==> src/sv/cvsde_pkg.sv <==
package cvsde_pkg;

    localparam int SampleWidth = 16;
    localparam int RegWidth    = 15;
    localparam int ByteWidth   = 8;
    localparam int CountWidth  = 3;
    localparam int BitsWidth   = 4;
    localparam int IndexWidth  = 2;

    localparam logic [RegWidth-1:0] DecayReset = 15'd32704;
    localparam logic [RegWidth-1:0] LeakReset  = 15'd32640;
    localparam logic [RegWidth-1:0] MinReset   = 15'd10;
    localparam logic [RegWidth-1:0] MaxReset   = 15'd1280;

    localparam logic [IndexWidth-1:0] REG_SYLLABIC_DECAY  = 2'd0;
    localparam logic [IndexWidth-1:0] REG_INTEGRATOR_LEAK = 2'd1;
    localparam logic [IndexWidth-1:0] REG_STEP_MIN        = 2'd2;
    localparam logic [IndexWidth-1:0] REG_STEP_MAX        = 2'd3;

    localparam logic CMD_ENCODE = 1'b0;
    localparam logic CMD_FLUSH  = 1'b1;

    typedef struct packed {
        logic [RegWidth-1:0] syllabic_decay;
        logic [RegWidth-1:0] integrator_leak;
        logic [RegWidth-1:0] step_min;
        logic [RegWidth-1:0] step_max;
    } cfg_t;

endpackage

==> src/sv/cvsd_encoder_bit_packer.sv <==
// A result passes through the input register and then the result register before it is presented.
// Throughput: one item per cycle while the result register is free or being drained; the encoder
// state update is combinational through the two Q15 products and the saturating adds.
// Items that cause no result still pass through the input register; encode items also update state.
// Reset (rst_n low, asynchronous) clears the encoder and packer state, empties both
// registers and restores the default register values.
module cvsd_encoder_bit_packer (
    input  logic                                 clk,
    input  logic                                 rst_n,
    input  logic                                 s_tvalid,
    output logic                                 s_tready,
    input  logic [cvsde_pkg::SampleWidth-1:0]    s_tdata,   // [15:0] pcm_sample
    input  logic                                 s_tuser,   // [0] cmd
    output logic                                 m_tvalid,
    input  logic                                 m_tready,
    output logic [15:0]                          m_tdata,   // [7:0] packed_byte,
                                                            // [11:8] valid_bits, [15:12] zero
    input  logic                                 cfg_we,
    input  logic [cvsde_pkg::IndexWidth-1:0]     cfg_index,
    input  logic [cvsde_pkg::RegWidth-1:0]       cfg_data
);

    cvsde_pkg::cfg_t cfg_reg;

    logic                                     in_valid_reg;
    logic                                     in_cmd_reg;
    logic signed [cvsde_pkg::SampleWidth-1:0] in_sample_reg;

    logic [cvsde_pkg::ByteWidth-1:0]  partial_reg, partial_next;
    logic [cvsde_pkg::CountWidth-1:0] count_reg, count_next;

    logic                             out_valid_reg;
    logic [cvsde_pkg::ByteWidth-1:0]  out_byte_reg;
    logic [cvsde_pkg::BitsWidth-1:0]  out_bits_reg;

    logic                             advance;
    logic                             encode;
    logic                             code_bit;
    logic                             emit;
    logic [cvsde_pkg::ByteWidth-1:0]  emit_byte;
    logic [cvsde_pkg::BitsWidth-1:0]  emit_bits;
    logic [cvsde_pkg::ByteWidth-1:0]  shifted;

    always_ff @(posedge clk or negedge rst_n)
    begin
        if (!rst_n)
        begin
            cfg_reg.syllabic_decay  <= cvsde_pkg::DecayReset;
            cfg_reg.integrator_leak <= cvsde_pkg::LeakReset;
            cfg_reg.step_min        <= cvsde_pkg::MinReset;
            cfg_reg.step_max        <= cvsde_pkg::MaxReset;
        end
        else if (cfg_we)
        begin
            case (cfg_index)
                cvsde_pkg::REG_SYLLABIC_DECAY:  cfg_reg.syllabic_decay  <= cfg_data;
                cvsde_pkg::REG_INTEGRATOR_LEAK: cfg_reg.integrator_leak <= cfg_data;
                cvsde_pkg::REG_STEP_MIN:        cfg_reg.step_min        <= cfg_data;
                cvsde_pkg::REG_STEP_MAX:        cfg_reg.step_max        <= cfg_data;
                default: ;
            endcase
        end
    end

    // The held item moves on whenever the result register is free or being drained.
    assign advance  = in_valid_reg && (!out_valid_reg || m_tready);
    assign s_tready = !in_valid_reg || advance;
    assign encode   = advance && (in_cmd_reg == cvsde_pkg::CMD_ENCODE);

    always_ff @(posedge clk or negedge rst_n)
    begin
        if (!rst_n)
            in_valid_reg <= 1'b0;
        else if (s_tready)
            in_valid_reg <= s_tvalid;
    end

    always_ff @(posedge clk)
    begin
        if (s_tready && s_tvalid)
        begin
            in_cmd_reg    <= s_tuser;
            in_sample_reg <= s_tdata;
        end
    end

    cvsde_core u_core (
        .clk      (clk),
        .rst_n    (rst_n),
        .encode   (encode),
        .sample   (in_sample_reg),
        .cfg      (cfg_reg),
        .code_bit (code_bit)
    );

    assign shifted = partial_reg << (4'd8 - {1'b0, count_reg});

    always_comb
    begin
        partial_next = partial_reg;
        count_next   = count_reg;
        emit         = 1'b0;
        emit_byte    = shifted;
        emit_bits    = {1'b0, count_reg};
        if (in_cmd_reg == cvsde_pkg::CMD_FLUSH)
        begin
            // A flush with nothing pending leaves everything as it is.
            if (count_reg != '0)
            begin
                emit         = 1'b1;
                partial_next = '0;
                count_next   = '0;
            end
        end
        else
        begin
            partial_next = {partial_reg[cvsde_pkg::ByteWidth-2:0], code_bit};
            count_next   = count_reg + 3'd1;
            if (count_reg == 3'd7)
            begin
                emit      = 1'b1;
                emit_byte = partial_next;
                emit_bits = 4'd8;
            end
        end
    end

    always_ff @(posedge clk or negedge rst_n)
    begin
        if (!rst_n)
        begin
            partial_reg <= '0;
            count_reg   <= '0;
        end
        else if (advance)
        begin
            partial_reg <= partial_next;
            count_reg   <= count_next;
        end
    end

    always_ff @(posedge clk or negedge rst_n)
    begin
        if (!rst_n)
            out_valid_reg <= 1'b0;
        else if (advance && emit)
            out_valid_reg <= 1'b1;
        else if (m_tready)
            out_valid_reg <= 1'b0;
    end

    always_ff @(posedge clk)
    begin
        if (advance && emit)
        begin
            out_byte_reg <= emit_byte;
            out_bits_reg <= emit_bits;
        end
    end

    assign m_tvalid = out_valid_reg;
    assign m_tdata  = {4'b0000, out_bits_reg, out_byte_reg};

endmodule

==> src/sv/cvsde_core.sv <==
module cvsde_core (
    input  logic                                    clk,
    input  logic                                    rst_n,
    input  logic                                    encode,
    input  logic signed [cvsde_pkg::SampleWidth-1:0] sample,
    input  cvsde_pkg::cfg_t                         cfg,
    output logic                                    code_bit
);

    logic signed [cvsde_pkg::SampleWidth-1:0] estimate_reg, estimate_next;
    logic [cvsde_pkg::RegWidth-1:0]           step_reg, step_next;
    logic                                     last_bit_reg, second_bit_reg;

    logic                                     run;
    logic [2*cvsde_pkg::RegWidth-1:0]         step_prod;
    logic [cvsde_pkg::RegWidth:0]             step_sum;
    logic signed [2*cvsde_pkg::SampleWidth-1:0] est_prod;
    logic signed [cvsde_pkg::SampleWidth-1:0] leaked;
    logic signed [cvsde_pkg::SampleWidth+1:0] est_sum;

    assign code_bit = (sample > estimate_reg);
    assign run      = (code_bit == last_bit_reg) && (code_bit == second_bit_reg);

    // Both decays are floored Q15 products; taking the upper bits of the product gives the floor.
    assign step_prod = cfg.syllabic_decay * step_reg;
    assign step_sum  = {1'b0, step_prod[2*cvsde_pkg::RegWidth-1:cvsde_pkg::RegWidth]}
                     + {1'b0, (run ? cfg.step_max : cfg.step_min)};
    assign step_next = step_sum[cvsde_pkg::RegWidth] ? {cvsde_pkg::RegWidth{1'b1}}
                                                     : step_sum[cvsde_pkg::RegWidth-1:0];

    assign est_prod = estimate_reg * $signed({1'b0, cfg.integrator_leak});
    assign leaked   = est_prod[2*cvsde_pkg::SampleWidth-2:cvsde_pkg::RegWidth];

    always_comb
    begin
        if (code_bit)
            est_sum = {{2{leaked[cvsde_pkg::SampleWidth-1]}}, leaked}
                    + $signed({3'b000, step_next});
        else
            est_sum = {{2{leaked[cvsde_pkg::SampleWidth-1]}}, leaked}
                    - $signed({3'b000, step_next});

        if (est_sum > 18'sd32767)
            estimate_next = 16'sh7FFF;
        else if (est_sum < -18'sd32768)
            estimate_next = -16'sh8000;
        else
            estimate_next = est_sum[cvsde_pkg::SampleWidth-1:0];
    end

    always_ff @(posedge clk or negedge rst_n)
    begin
        if (!rst_n)
        begin
            estimate_reg   <= '0;
            step_reg       <= '0;
            last_bit_reg   <= 1'b0;
            second_bit_reg <= 1'b0;
        end
        else if (encode)
        begin
            estimate_reg   <= estimate_next;
            step_reg       <= step_next;
            last_bit_reg   <= code_bit;
            second_bit_reg <= last_bit_reg;
        end
    end

endmodule

==> config.mk <==
export PLATFORM = sky130hd
export DESIGN_NAME = cvsd_encoder_bit_packer
export DESIGN_NICKNAME = d
export VERILOG_FILES = /design/src/sv/cvsde_pkg.sv /design/src/sv/cvsd_encoder_bit_packer.sv /design/src/sv/cvsde_core.sv
export SDC_FILE = /design/constraint.sdc
export NUM_CORES = 1
export LEC_CHECK = 0
export ABC_CLOCK_PERIOD_IN_PS = 11300
export CAP_MARGIN = 20
export CORE_MARGIN = 2
export CORE_UTILIZATION = 61
export DETAILED_ROUTE_END_ITERATION = 10
export DONT_BUFFER_PORTS = 1
export PLACE_DENSITY_LB_ADDON = 0.05
export SYNTH_ARGS = -nofsm -noshare
export SYNTH_HDL_FRONTEND = slang
export SYNTH_HIERARCHICAL = 1
export SYNTH_SLANG_ARGS = --single-unit
==> constraint.sdc <==
create_clock -name clk -period 11.3 [get_ports clk]
set_input_delay 1.695 -clock clk [delete_from_list [all_inputs] [get_ports clk]]
set_output_delay 1.695 -clock clk [all_outputs]
set_load 0.02 [all_outputs]
==> results.md <==
* GPL Wtd Cong at 0.884
* Die area at 0.0406 mm²
* Synth Instances at 2467
* FFs w/ async S/R, synth at 0.785
* RR Startpoint: u_core/step_reg[1]
* FILL cells at 3155
* Largest family of logic cells by synthesized area: adder cells
* Critical Path Start: u_core/step_reg[1]
* Final Skew at 12.3 ps
* Register bit count reported by yosys at 135
* Final setup vio count at 0
* Most frequent cell after synthesis: inv_1
* R2r worst-path depth at 52
* Post-synthesis sequential area ratio at 0.149
* Hold WC Path Type: flip-flop to flip-flop
* Remaining antenna violation count at 0
* CTS Hold Buffers Added at 0
* PortBufs at 0
* Achievable Freq at 89.7 MHz
* Synthesized cell area at 0.0238 mm²
* Max reg flops at 60
* Critical R2R Capture: u_core/estimate_reg[12]
* Core Area at 0.0386 mm²
* Setup ws final at 153 ps
* Crit end category: flip-flop
* Post-synth top area share at 0.343
* Slowest stage delay, CP at 550 ps
* H-tree levels at 4
* Critical path peak fanout at 7
* Synth Area in Simple Gates at 0.151
* Final Net Count at 3161
* Pin count of the biggest net entering global routing at 107
* Synth Area in XOR/XNOR at 0.0221
* Layout cells sized above 1 at 0.119
* RSZ-0062 raised after global routing: yes
* Critical path's slowest cell: fa_1
* Post-detailed-route DRC marker count at 0
* Critical Path Start Type: flip-flop
* Area Overhead vs Synth at 7.64%
* Post-synth EDFFs at 29
* Synth Flop Type: dfrtp_1
* Period Utilization, post-route at 0.986
* Clk pin slew, worst setup/hold paths at 60 ps
* Top Ports at 57
* Yosys cell types at 80
* Skew-Pair Late Insertion Delay at 440 ps
* Height of the die at 202 µm
* CTS Buffer Depth at 2
* Setup WS pre-CTS at -381 ps
* Chip Width at 202 µm
* First-pass DRT Iterations at 5
* Worst Hold Margin at 501 ps
* Initial Utilization at 0.618
* N_diodes at 0
* Num Clock Sinks at 135
* Rel. slew slack at 0.375
* Post-synth top cells: inv_1 (478), fa_1 (408), nand2_1 (261), and2_1 (253), ha_1 (224)
* Status: complete, no violations
* Avg Cell Area, Syn at 9.65 µm²
* Crit path kind: flip-flop to flip-flop
* Total number of vias at 17300
* Hold Fails Final Rpt at 0
* Vias per cell at 5.73
* Gr usage total at 0.301
* Detail Placement HPWL at 44800 µm
* Slew at the pin closest to its max-slew limit at 934 ps
* Reg2reg setup slack at 150 ps
* WL per Instance at 19.1 µm
* Area contributors post-synth: fa_1 (34%), ha_1 (12%), dfrtp_1 (8.9%)
* Adder-cell share of the synthesized area at 0.461
* Final WL at 57700 µm
* Crit path DAT at 11490 ps
* Clock root cell: clkbuf_16
* FP Rows at 72
* Post-route minimum period at 11150 ps
* Total congestion overflow at 0
* Synth Area in Compound Gates at 0.0796
* Max Cap Viol at 0
* CTS tree: built
* Initial antenna violation count at 0
* Vias in the first global route at 18700
* CTS buffer count at 17
* First-pass GRT wire length at 96400 µm
* Slew Viols, Final at 0
* Crit path capture: u_core/estimate_reg[12]
* Most used cell, CP: fa_1
* Post-synthesis mux area share at 0.0453
* CP required at 11640 ps
* Starting DRT DRC Count at 1057
* Synth area leader: fa_1
* Yosys Warn Count at 6
-- stage by stage --
step	instance area, µm²	TNS (ps)	util	std cells
2_1_floorplan	23800	0	-	2470
3_3_place_gp	24600	0	0.637	2957
3_5_place_dp	24600	-4380	0.637	2957
4_1_cts	25300	0	0.657	3002
5_1_grt	25600	-4050	0.665	3021
6_report	25600	0	0.665	3021
-- layout make-up --
| type | instances | area (µm²) | share of cell area |
|---|---|---|---|
| flip-flops and latches | 135 | 3550 | 0.139 |
| clock buffers | 17 | 425 | 0.0166 |
| well taps | 518 | 648 | 0.0253 |
| multi-input cells | 1767 | 18300 | 0.716 |
| inverters | 478 | 1790 | 0.0700 |
| repair buffers | 91 | 694 | 0.0271 |
| clock inverters | 15 | 176 | 0.00688 |
-- kinds of logic (layout without fill, tap and decap cells) --
logic type	after synthesis	count (layout)
mux	92	92
simple gates	703	703
buf+inv	570	601
flops	135	135
other cells	1	4
fa+ha+maj	632	632
compound gates	274	276
xor+xnor	60	60
-- critical path, delay by kind of cell, from the launching register on --
kind | cells | cell delay (ps)
buffers and inverters | 7 | 600
AOI/OAI and AO/OA | 19 | 3320
adders and majority gates | 10 | 3910
and+or+nand+nor | 14 | 2370
muxes | 1 | 320
xor gates and xnor gates | 1 | 80
DFF | 1 | 440
-- cells in the final DEF, fill, tap and decap left out, drive strengths merged, types with 22 or more instances in the layout --
cell type | Yosys | final
o21a | 23 | 23
nor2 | 77 | 77
dfrtp | 85 | 85
mux2 | 81 | 81
xnor2 | 39 | 39
buf | 15 | 91
a21oi | 60 | 60
nor3 | 22 | 22
inv | 478 | 481
edfxtp | 29 | 29
fa | 408 | 408
nand2 | 261 | 261
ha | 224 | 224
and2 | 253 | 253
o21ai | 54 | 54
-- what timing repair did --
action | 4_1_cts | 5_1_grt
cloned | 2 | 0
resized for setup | 12 | 43
endpoints found under the setup margin | 16 | 16
buffers inserted | 11 | 18
pin swaps | 6 | 50
-- how the worst min path moves through the flow --
stage          slack (ps)             end  depth (start not counted)            from
2_1_floorplan         470  partial_reg[7]                          1  partial_reg[7]
3_3_place_gp          480     cfg_reg[29]                          1     cfg_reg[29]
3_5_place_dp          490     cfg_reg[14]                          1     cfg_reg[14]
4_1_cts               510     cfg_reg[15]                          1     cfg_reg[15]
5_1_grt               520     cfg_reg[12]                          1     cfg_reg[12]
6_report              500     cfg_reg[15]                          1     cfg_reg[15]
-- layer usage --
metal,GRT usage,part of all wire,vias to the layer above
li1,-,-,7818
met1,0.412,0.43,8795
met2,0.508,0.49,589
met3,0.0423,0.063,101
met4,0.0767,0.022,0
met5,0,0,-
Power is left out: the tool's default activity adds up to more than one toggle a clock period on the data nets, which glitch-free logic cannot reach.
